===== config.mk =====
export PLATFORM = sky130hd
export DESIGN_NAME = sha256_stream_hasher_core
export DESIGN_NICKNAME = d
export VERILOG_FILES = /design/src/rtl/sha256_pkg.sv /design/src/rtl/sha256_queue.sv /design/src/rtl/sha256_engine.sv /design/src/rtl/sha256_stream_hasher_core.sv
export VERILOG_INCLUDE_DIRS = /design/src /design/src/rtl
export SDC_FILE = /design/constraint.sdc
export NUM_CORES = 2
export LEC_CHECK = 0
export ABC_CLOCK_PERIOD_IN_PS = 12300
export BUFFER_PORTS_ARGS = -buffer_cell sky130_fd_sc_hd__buf_2
export CAP_MARGIN = 5
export CORE_MARGIN = 8
export CORE_UTILIZATION = 45
export CTS_CLUSTER_DIAMETER = 60
export DETAILED_ROUTE_END_ITERATION = 8
export PLACE_DENSITY = 0.7
export SLEW_MARGIN = 10
export SYNTH_ARGS = -nofsm -noshare
export SYNTH_HDL_FRONTEND = slang
export SYNTH_HIERARCHICAL = 1
export SYNTH_SLANG_ARGS = --single-unit

===== constraint.sdc =====
create_clock -name clk -period 12.3 [get_ports clk]
set_clock_uncertainty 0.05 [all_clocks]
set_input_delay 1.23 -clock clk [delete_from_list [all_inputs] [get_ports clk]]
set_output_delay 1.23 -clock clk [all_outputs]
set_load 0.01 [all_outputs]

===== src/rtl/assert_macros.svh =====
// Assertion macros shared by the RTL files.
`ifndef ASSERT_MACROS_SVH
`define ASSERT_MACROS_SVH

// Implication checked on every clock edge outside reset.
`define ASSERT_IMPL(label, clk, rst, cond, msg) \
  label: assert property (@(posedge clk) disable iff (rst) (cond)) else $error(msg);

// Condition that must hold on every clock edge, reset included.
`define ASSERT_ALWAYS(label, clk, cond, msg) \
  label: assert property (@(posedge clk) (cond)) else $error(msg);

`endif


===== src/rtl/sha256_pkg.sv =====
// ----------------------------------------------------------------------------
// SHA-256 package
// Round constants, initial hash values, a rotate function and shared types.
// ----------------------------------------------------------------------------
package sha256_pkg;

  localparam int unsigned QueueDepth = 4;
  localparam int unsigned QueueAw    = 2;

  typedef struct packed {
    logic [7:0] byte_value;
    logic       no_data;
    logic       is_final;
  } sha_item_t;

  typedef enum logic [2:0] {
    ST_IDLE,
    ST_ROUND,
    ST_ADD,
    ST_PAD,
    ST_EMIT
  } sha_state_t;

  localparam logic [31:0] RoundK [64] = '{
    32'h428a2f98, 32'h71374491, 32'hb5c0fbcf, 32'he9b5dba5, 32'h3956c25b,
    32'h59f111f1, 32'h923f82a4, 32'hab1c5ed5, 32'hd807aa98, 32'h12835b01,
    32'h243185be, 32'h550c7dc3, 32'h72be5d74, 32'h80deb1fe, 32'h9bdc06a7,
    32'hc19bf174, 32'he49b69c1, 32'hefbe4786, 32'h0fc19dc6, 32'h240ca1cc,
    32'h2de92c6f, 32'h4a7484aa, 32'h5cb0a9dc, 32'h76f988da, 32'h983e5152,
    32'ha831c66d, 32'hb00327c8, 32'hbf597fc7, 32'hc6e00bf3, 32'hd5a79147,
    32'h06ca6351, 32'h14292967, 32'h27b70a85, 32'h2e1b2138, 32'h4d2c6dfc,
    32'h53380d13, 32'h650a7354, 32'h766a0abb, 32'h81c2c92e, 32'h92722c85,
    32'ha2bfe8a1, 32'ha81a664b, 32'hc24b8b70, 32'hc76c51a3, 32'hd192e819,
    32'hd6990624, 32'hf40e3585, 32'h106aa070, 32'h19a4c116, 32'h1e376c08,
    32'h2748774c, 32'h34b0bcb5, 32'h391c0cb3, 32'h4ed8aa4a, 32'h5b9cca4f,
    32'h682e6ff3, 32'h748f82ee, 32'h78a5636f, 32'h84c87814, 32'h8cc70208,
    32'h90befffa, 32'ha4506ceb, 32'hbef9a3f7, 32'hc67178f2
  };

  localparam logic [31:0] InitHash [8] = '{
    32'h6A09E667, 32'hBB67AE85, 32'h3C6EF372, 32'hA54FF53A,
    32'h510E527F, 32'h9B05688C, 32'h1F83D9AB, 32'h5BE0CD19
  };

  localparam logic [7:0] PadByte  = 8'h80;
  localparam logic [5:0] LenStart = 6'd56;

  function automatic logic [31:0] rotr(input logic [31:0] x, input int unsigned n);
    rotr = (x >> n) | (x << (32 - n));
  endfunction

endpackage


===== src/rtl/sha256_queue.sv =====
// ----------------------------------------------------------------------------
// SHA-256 item queue
// Short first-in first-out queue between the input side and the engine.
// ----------------------------------------------------------------------------
`include "assert_macros.svh"
module sha256_queue
  import sha256_pkg::*;
(
  input  logic      clk,
  input  logic      rst,
  input  logic      in_valid,
  output logic      in_ready,
  input  sha_item_t in_item,
  output logic      out_valid,
  input  logic      out_ready,
  output sha_item_t out_item
);

  sha_item_t            slots [QueueDepth];
  logic [QueueAw-1:0]   wr_ptr;
  logic [QueueAw-1:0]   rd_ptr;
  logic [QueueAw:0]     fill;
  logic                 push;
  logic                 pop;

  assign in_ready  = (fill != (QueueAw+1)'(QueueDepth));
  assign out_valid = (fill != '0);
  assign out_item  = slots[rd_ptr];
  assign push      = in_valid && in_ready;
  assign pop       = out_valid && out_ready;

  always_ff @(posedge clk) begin
    if (push) begin
      slots[wr_ptr] <= in_item;
    end
    if (rst) begin
      wr_ptr <= '0;
      rd_ptr <= '0;
      fill   <= '0;
    end else begin
      if (push) begin
        wr_ptr <= wr_ptr + 1'b1;
      end
      if (pop) begin
        rd_ptr <= rd_ptr + 1'b1;
      end
      fill <= fill + (QueueAw+1)'(push) - (QueueAw+1)'(pop);
    end
  end

  `ASSERT_IMPL(a_fill_bound, clk, rst, fill <= (QueueAw+1)'(QueueDepth), "queue overfilled")
  `ASSERT_IMPL(a_ptr_gap, clk, rst, QueueAw'(wr_ptr - rd_ptr) == fill[QueueAw-1:0], "pointer gap")

endmodule


===== src/rtl/sha256_engine.sv =====
// ----------------------------------------------------------------------------
// SHA-256 engine
// Buffers bytes, runs the compression one round per cycle, pads and emits.
// ----------------------------------------------------------------------------
`include "assert_macros.svh"
module sha256_engine
  import sha256_pkg::*;
(
  input  logic        clk,
  input  logic        rst,
  input  logic        item_valid,
  output logic        item_ready,
  input  sha_item_t   item,
  output logic        out_valid,
  input  logic        out_ready,
  output logic [31:0] digest_word,
  output logic [2:0]  word_index,
  output logic        last_word
);

  sha_state_t   state, state_next;
  logic [31:0]  hash [8];
  logic [31:0]  work [8];
  logic [31:0]  win  [16];
  logic [60:0]  byte_count;
  logic [5:0]   round;
  logic [5:0]   pos;
  logic         finishing;
  logic         second_pad;
  logic         padded;
  logic [63:0]  bits;
  logic [511:0] pad_block;
  logic [31:0]  w_cur, s0, s1, t1, t2, w15, w2;
  logic         take;

  assign item_ready = (state == ST_IDLE);
  assign take       = item_valid && item_ready;
  assign bits       = {byte_count, 3'b000};

  assign w15   = win[round[3:0] + 4'd1];
  assign w2    = win[round[3:0] + 4'd14];
  assign s0    = rotr(w15, 7) ^ rotr(w15, 18) ^ (w15 >> 3);
  assign s1    = rotr(w2, 17) ^ rotr(w2, 19) ^ (w2 >> 10);
  assign w_cur = (round < 6'd16) ? win[round[3:0]]
               : win[round[3:0]] + s0 + win[round[3:0] + 4'd9] + s1;
  assign t1 = work[7] + (rotr(work[4], 6) ^ rotr(work[4], 11) ^ rotr(work[4], 25))
            + (work[6] ^ (work[4] & (work[5] ^ work[6]))) + RoundK[round] + w_cur;
  assign t2 = (rotr(work[0], 2) ^ rotr(work[0], 13) ^ rotr(work[0], 22))
            + ((work[0] & work[1]) | (work[2] & (work[0] | work[1])));

  assign out_valid   = (state == ST_EMIT);
  assign digest_word = hash[round[2:0]];
  assign word_index  = round[2:0];
  assign last_word   = (round[2:0] == 3'd7);

  always_comb begin
    pad_block = '0;
    for (int k = 0; k < 64; k++) begin
      pad_block[511-8*k -: 8] = win[k >> 2][31-8*(k & 3) -: 8];
      if (second_pad) begin
        pad_block[511-8*k -: 8] = 8'h00;
      end else if (6'(k) == pos) begin
        pad_block[511-8*k -: 8] = PadByte;
      end else if (6'(k) > pos) begin
        pad_block[511-8*k -: 8] = 8'h00;
      end
      if (k >= 56 && !(pos >= LenStart && !second_pad)) begin
        pad_block[511-8*k -: 8] = bits[8*(63-k) +: 8];
      end
    end
  end

  always_comb begin
    state_next = state;
    case (state)
      ST_IDLE: begin
        if (take) begin
          if (!item.no_data && pos == 6'd63) begin
            state_next = ST_ROUND;
          end else if (item.is_final) begin
            state_next = ST_PAD;
          end
        end
      end
      ST_ROUND: begin
        if (round == 6'd63) begin
          state_next = ST_ADD;
        end
      end
      ST_ADD: begin
        if (!finishing) begin
          state_next = ST_IDLE;
        end else if (!padded) begin
          state_next = ST_PAD;
        end else begin
          state_next = ST_EMIT;
        end
      end
      ST_PAD: begin
        state_next = ST_ROUND;
      end
      ST_EMIT: begin
        if (out_ready && round[2:0] == 3'd7) begin
          state_next = ST_IDLE;
        end
      end
      default: begin
        state_next = ST_IDLE;
      end
    endcase
  end

  always_ff @(posedge clk) begin
    if (rst) begin
      state <= ST_IDLE;
    end else begin
      state <= state_next;
    end
  end

  always_ff @(posedge clk) begin
    if (rst) begin
      byte_count <= '0;
      pos        <= '0;
      round      <= '0;
      finishing  <= 1'b0;
      second_pad <= 1'b0;
      padded     <= 1'b0;
      for (int i = 0; i < 8; i++) begin
        hash[i] <= InitHash[i];
      end
    end else begin
      case (state)
        ST_IDLE: begin
          round <= '0;
          if (take) begin
            finishing <= item.is_final;
            if (!item.no_data) begin
              win[pos[5:2]][{~pos[1:0], 3'b000} +: 8] <= item.byte_value;
              byte_count <= byte_count + 61'd1;
              pos        <= pos + 6'd1;
            end
            if (!item.no_data && pos == 6'd63) begin
              for (int i = 0; i < 8; i++) begin
                work[i] <= hash[i];
              end
            end
          end
        end
        ST_ROUND: begin
          if (round >= 6'd16) begin
            win[round[3:0]] <= w_cur;
          end
          for (int i = 1; i < 8; i++) begin
            work[i] <= work[i-1];
          end
          work[4] <= work[3] + t1;
          work[0] <= t1 + t2;
          round   <= round + 6'd1;
        end
        ST_ADD: begin
          for (int i = 0; i < 8; i++) begin
            hash[i] <= hash[i] + work[i];
          end
          round <= '0;
        end
        ST_PAD: begin
          for (int i = 0; i < 16; i++) begin
            win[i] <= pad_block[511-32*i -: 32];
          end
          for (int i = 0; i < 8; i++) begin
            work[i] <= hash[i];
          end
          second_pad <= (pos >= LenStart) && !second_pad;
          padded     <= !((pos >= LenStart) && !second_pad);
          round      <= '0;
        end
        ST_EMIT: begin
          if (out_ready) begin
            round <= round + 6'd1;
            if (round[2:0] == 3'd7) begin
              byte_count <= '0;
              pos        <= '0;
              finishing  <= 1'b0;
              second_pad <= 1'b0;
              padded     <= 1'b0;
              for (int i = 0; i < 8; i++) begin
                hash[i] <= InitHash[i];
              end
            end
          end
        end
        default: begin
          round <= '0;
        end
      endcase
    end
  end

  `ASSERT_IMPL(a_ready_idle, clk, rst, item_ready |-> !out_valid, "ready while emitting")
  `ASSERT_IMPL(a_emit_round, clk, rst, out_valid |-> round[5:3] == 3'd0, "emit index out of range")
  `ASSERT_IMPL(a_pos_count, clk, rst, pos == byte_count[5:0], "position disagrees with count")

endmodule


===== src/rtl/sha256_stream_hasher_core.sv =====
// Sequence: an item that fills a block starts a compression; a final item adds one or two
// further compressions, each after a padding step, before the first digest word.
// Throughput: one byte per cycle into the queue while not full, and at the engine while
// idle; each full block then holds the engine in the shared round unit for its compression.
// Reset: synchronous; clears the queue, the byte count and the chaining words.
// ----------------------------------------------------------------------------
// SHA-256 stream hasher
// Byte-wide SHA-256 with an input queue feeding an iterative round engine.
// ----------------------------------------------------------------------------
module sha256_stream_hasher_core
  import sha256_pkg::*;
(
  input  logic        clk,
  input  logic        rst,
  input  logic        in_valid,
  output logic        in_ready,
  input  logic [7:0]  byte_value,
  input  logic        no_data,
  input  logic        is_final,
  output logic        out_valid,
  input  logic        out_ready,
  output logic [31:0] digest_word,
  output logic [2:0]  word_index,
  output logic        last_word
);

  sha_item_t in_item;
  sha_item_t q_item;
  logic      q_valid;
  logic      q_ready;

  assign in_item = '{byte_value: byte_value, no_data: no_data, is_final: is_final};

  sha256_queue u_queue (
    .clk      (clk),
    .rst      (rst),
    .in_valid (in_valid),
    .in_ready (in_ready),
    .in_item  (in_item),
    .out_valid(q_valid),
    .out_ready(q_ready),
    .out_item (q_item)
  );

  sha256_engine u_engine (
    .clk        (clk),
    .rst        (rst),
    .item_valid (q_valid),
    .item_ready (q_ready),
    .item       (q_item),
    .out_valid  (out_valid),
    .out_ready  (out_ready),
    .digest_word(digest_word),
    .word_index (word_index),
    .last_word  (last_word)
  );

endmodule


**Yosys cells after proc, flatten, opt, wreduce, memory -nomap -nowiden**

Memories as Yosys holds them, arrays and structs flattened. A register that Yosys moved wholly into a read port is not among the register bits.
Cells that the tools add are included.

- Bits in registers: 86
- Memory bits (read-only): 2048
- Memories kept: 5
- Input bits: 14
- RAM bits: 1064
- Output and inout bits: 38
- Logic and storage cells: 705

- Reduce and logical (&&, ||, !) cells: 83
- Eq/ne operators: 142
- Add/sub/neg operators: 29
- Mux-type cells: 306
- Magnitude comparators: 68
- Bitwise operators: 60
- Shift operators: 2

Memory list:

| name | words | width | read ports | clocked after Yosys merged registers in | wr ports | RTL line | source |
|---|---|---|---|---|---|---|---|
| (name not given) | 64 | 32 | 1 | 0 | 0 | sha256_engine.sv:47 | `+ (work[6] ^ (work[4] & (work[5] ^ work[6]))) + RoundK[round] + w_cur;` |
| u_engine.win | 16 | 32 | 4 | 1 | 16 | sha256_engine.sv:24 | `logic [31:0] win [16];` |
| u_engine.hash | 8 | 32 | 9 | 1 | 8 | sha256_engine.sv:22 | `logic [31:0] hash [8];` |
| u_engine.work | 8 | 32 | 8 | 0 | 8 | sha256_engine.sv:23 | `logic [31:0] work [8];` |
| u_queue.slots | 4 | 10 | 1 | 1 | 1 | sha256_queue.sv:19 | `sha_item_t slots [QueueDepth];` |

Operators by type and width:

| cell | number |
|---|---|
| $mux 8 | 200 |
| $mux 32 | 41 |
| $add 32x32->32 | 18 |
| $xor 32x32->32 | 8 |
| $mux 61 | 4 |
| $eq 6x6->1 const A | 32 |
| $gt 6x6->1 const A | 32 |
| $ne 3x3->1 const B | 58 |
| $reduce_and 2->1 | 64 |
| $pmux 61 s2 | 1 |
| $and 32x32->32 | 3 |
| $eq 5x6->1 const A | 16 |
| $gt 5x6->1 const A | 16 |
| $or 32x32->32 | 2 |
| $reduce_or 32->1 | 2 |
| $add 61x1->61 const B | 1 |
| $eq 4x6->1 const A | 8 |
| $gt 4x6->1 const A | 8 |
| $mux 1 | 34 |
| $or 1x1->1 | 33 |
| $ne 4x4->1 const B | 8 |
| $or 10x32->32 | 1 |
| $or 13x32->32 | 1 |
| $or 14x32->32 | 1 |
| other kinds (52) | 98 |

**Longest topological paths before layout**

An unclocked memory read counts as a cell.

- Word-level depth: 13
- Mapped depth: 54
- Depth with buffers taken out: 48

**Modules after synthesis**

Netlist, hierarchy kept.

Modules (own cells, without submodules):

| module | area an instance (µm²) | seq. area each (µm²) | instances | cells an instance |
|---|---|---|---|---|
| sha256_engine | 83969.3 | 27176.1 | 1 | 8624 |
| sha256_queue | 1933.1 | 1381.3 | 1 | 101 |

**Worst setup path after synthesis**

No wires, ideal clock.

- Kind: reg-to-reg
- Start point: register u_engine.round[1]
- End point: memory u_engine.work[0][31] (data pin)
- Arrival: 13209 ps
- Buffers on the path: 7
- Setup time: 263 ps
- Period minus slack after synthesis: 13522 ps
- Cell stages (with the launch flop): 51
- Slack: -1222 ps
- Required time: 11987 ps
- Cell sequence: dfxtp_1 clkbuf_1 clkbuf_1 clkinv_1 ha_1 buf_4 clkbuf_1 buf_1 buf_1 mux4_2 mux4_2 xnor2_1 fa_1 inv_1 fa_1 inv_1 ha_1 clkbuf_1 (+15 left out) ha_1 o21ai_0 nand2b_1 a31o_2 a41oi_1 xnor2_1 fa_1 ha_1 a21oi_1 a21boi_0 o21ai_0 nand2b_1 a21o_1 a31oi_1 o21ai_0 xnor2_1 xnor2_1 o21ai_1

RTL lines:

| what | RTL line | source |
|---|---|---|
| start, declared | sha256_engine.sv:26 | `logic [5:0] round;` |
| start signal, assigned | sha256_engine.sv:159 | `round <= round + 6'd1;` |
| start signal, assigned | sha256_engine.sv:180 | `round <= round + 6'd1;` |
| end, declared | sha256_engine.sv:23 |  |

==> out/results.ini <==
[timing]
final.min_clock_period_ns = 11.91
holdWs_ns = 0.439
fin_crit_sh_pct = 96.8
setup_viol = 0
fmax_mhz = 84.0
hold_viol = 0
maxSlewHeadroom_pct = 4.59
tightest_slew_ns = 1.43
slew_violations = 0

[placement]
post-dp-hpwl_um = 259000
numPortBuffers = 51
dp_cells = 11200
place_congestion = 1.04

[routing]
vias_per_cell = 6.51
drtAntennaViolNets = 0
drt-total-wl_um = 340000
drc = 0
dr.pass1.iters = 9
wire_per_inst_um = 29.5
dr.first_iter.drc_count = 9548
vias = 75000

[synthesis]
ys_seq_area_share_pct = 33.2
async_flop_share_pct = 0
yosysWarnings = 6
synth_edf_count = 541
ys.flop_type = dfxtp_1
syn-cell-area_um2 = 85900
ys_types = 99
syn_avg_cell_area_um2 = 9.85
ys_ff_latch = 1156
syn_inst = 8725
synth_nets = 9357

[global_routing]
grt_antenna_before_repair = 16
grt_use_met2_pct = 51.1
grtUsageMet3_pct = 7.65
busiest_layer = met2
grt_use_met1_pct = 38.7
grt_start_max_net_pins = 101
grt_pass1_vias = 72000
grt_use_total_pct = 31.9
grt_pass1_wl_um = 490000
globalRouteOverflowTotal = 0

[critical_path]
criticalPathCategory = register to register
cp_slowest_cell = mux4_2
crit_required_ns = 12.76
slowest_delay_ns = 0.58
r2r_slack_ns = 0.39
rr_endpoint = u_engine/work[0][30]$_DFFE_PP_
crit_fanout = 6
r2r_cells = 49
crit_arrival_ns = 12.37
r2r_start = u_engine/round[1]$_SDFFE_PP0N_
path_common_cell = fa_1
start_kind = register
end_kind = register

[hold_path]
worstHoldStart = u_engine/hash[5][19]$_SDFFE_PP0P_
hold_path_class = register to register
min_to = u_engine/hash[5][19]$_SDFFE_PP0P_
hold-path-cell-count = 2

[clock_tree]
clock_latency_ns = 0.83
clk_pin_slew_ns = 0.06
cts_hold_buffers = 0
cts-root-buf = clkbuf_16
cts.htree.levels = 4
clockBufferDepth = 3
cts_made_buffers = 144
cts.sinks = 1156
cts_tree = done

[flow_run]
max_cap_viol_count = 0

[floorplanning]
die_area_um2 = 205000
fp.coreArea_um2 = 190000
ioPinCount = 52
die_y_um = 453
rows = 160
fp.dieW_um = 453
start_util_pct = 45.2

[cells_and_area]
instances_no_fill = 11500
final_cell_mix = nand2_1, o21ai_0, dfxtp_1, mux4_2, edfxtp_1
syn_to_final_growth_pct = 12.5
seqCellArea_um2 = 28600
nets = 9516
layout_commonest_cell = nand2_1
final.fill_count = 17000
multi_input_area_um2 = 54100
drive_above_1_share_pct = 18.1
post-route-util_pct = 50.8

[outcome]
status = finished, final reports clean

==> state kept, by name (all words and copies together), names as in the netlist, named ones only <==
register,cells
u_engine/win,512
u_engine/hash,256
u_engine/work,256
u_engine/byte_count,61
u_queue/slots,40
u_engine/pos,6
u_engine/round,6
u_engine/state,3
u_queue/fill,3
u_queue/rd_ptr,2
u_queue/wr_ptr,2
u_engine/finishing,1
u_engine/padded,1
u_engine/second_pad,1
==> layer usage <==
layer	up-vias	wire length (um)
met5	-	97
met4	16	28000
met3	1143	35100
met2	4794	154000
met1	36800	123000
li1	32300	-
==> what timing repair did <==
item / CTS / global route
gates resized for setup: 0 / 76
endpoints found under the setup margin: 0 / 20
buffers inserted: 0 / 6
==> synthesized netlist by cell type, drive strengths merged (19+ instances only) <==
cell type  number  area (um2)
or3            48         305
a21o          208        1560
o21bai         59         443
edfxtp        541       16200
o211ai         66         495
nand2        1237        4640
inv           426        1600
o22ai          46         288
o31ai          38         285
o21a           41         308
a31oi          46         294
fa            196        3920
and3           59         369
nand4          39         244
maj3           28         280
nor2          404        1520
clkbuf        419        1580
buf           113         514
mux2          131        1480
and2           43         270
a21boi         22         176
xnor2         439        3870
nor3           93         470
nor3b          19         143
a211oi         65         488
nand2b         76         475
mux4          585       13200
a21oi         528        2650
nand3         334        1670
xor2          181        1590
dfxtp         615       12300
o21ai         816        4080
mux2i          40         400
ha            422        5280
nor2b          61         382
==> final cells by class <==
class	instances	area share, %
Antenna cell	7	0.0181
Inverter	427	1.66
Tap cell	2511	3.25
Clock buffer	187	4.17
Timing Repair Buffer	545	4.45
Clock inverter	80	0.815
Multi-Input combinational cell	6610	56.0
Sequential cell	1156	29.6
==> worst max path at each step <==
stage / startpoint / end / slack, ns / depth (start not counted)
after floorplan: u_engine/round[1]$_SDFFE_PP0N_ / u_engine/work[0][31]$_DFFE_PP_ / 0.05 / 50
after global placement: u_engine/round[1]$_SDFFE_PP0N_ / u_engine/work[0][29]$_DFFE_PP_ / 0.04 / 47
after detailed placement: u_engine/round[0]$_SDFFE_PP0N_ / u_engine/work[0][28]$_DFFE_PP_ / 0.04 / 47
after CTS: u_engine/round[0]$_SDFFE_PP0N_ / u_engine/work[0][30]$_DFFE_PP_ / 0.02 / 47
after global routing: u_engine/round[0]$_SDFFE_PP0N_ / u_engine/work[0][24]$_DFFE_PP_ / -0.08 / 47
final: u_engine/round[1]$_SDFFE_PP0N_ / u_engine/work[0][30]$_DFFE_PP_ / 0.39 / 49
==> through the flow <==
step	TNS, ns	worst slack (ns)	cell area [um2]
floorplan	0	0.0469	85900
global placement	0	0.0390	91400
detailed placement	0	0.0403	91400
CTS	0	0.0179	96200
global route	-0.238	-0.0841	96600
finish	0	0.388	96600
==> logic make-up (layout without fill, tap and decap cells) <==
group / count (synthesis) / in the layout / synth area share [%]
AND/OR/NAND/NOR: 2477 / 2477 / 12.8
AO/OA/AOI/OAI: 2111 / 2111 / 14.7
flip-flops: 1156 / 1156 / 33.2
buffers and inverters: 959 / 1239 / 4.30
multiplexers: 756 / 756 / 17.6
adder cells (fa/ha/maj): 646 / 646 / 11.0
XOR/XNOR: 620 / 620 / 6.35
other: 0 / 7 / 0
==> worst max-delay path, delay by kind of cell, from the launching register on <==
kind / cells / cell delay [ns]
compound gates: 15 / 2.55
xor+xnor: 4 / 0.65
fa+ha+maj: 10 / 4.54
buf+inv: 11 / 1.29
flops: 1 / 0.35
mux: 3 / 1.31
simple gates: 6 / 0.83
Power is not shown: default switching activity piles up to over one toggle a cycle in this logic, so the estimate is an artifact.
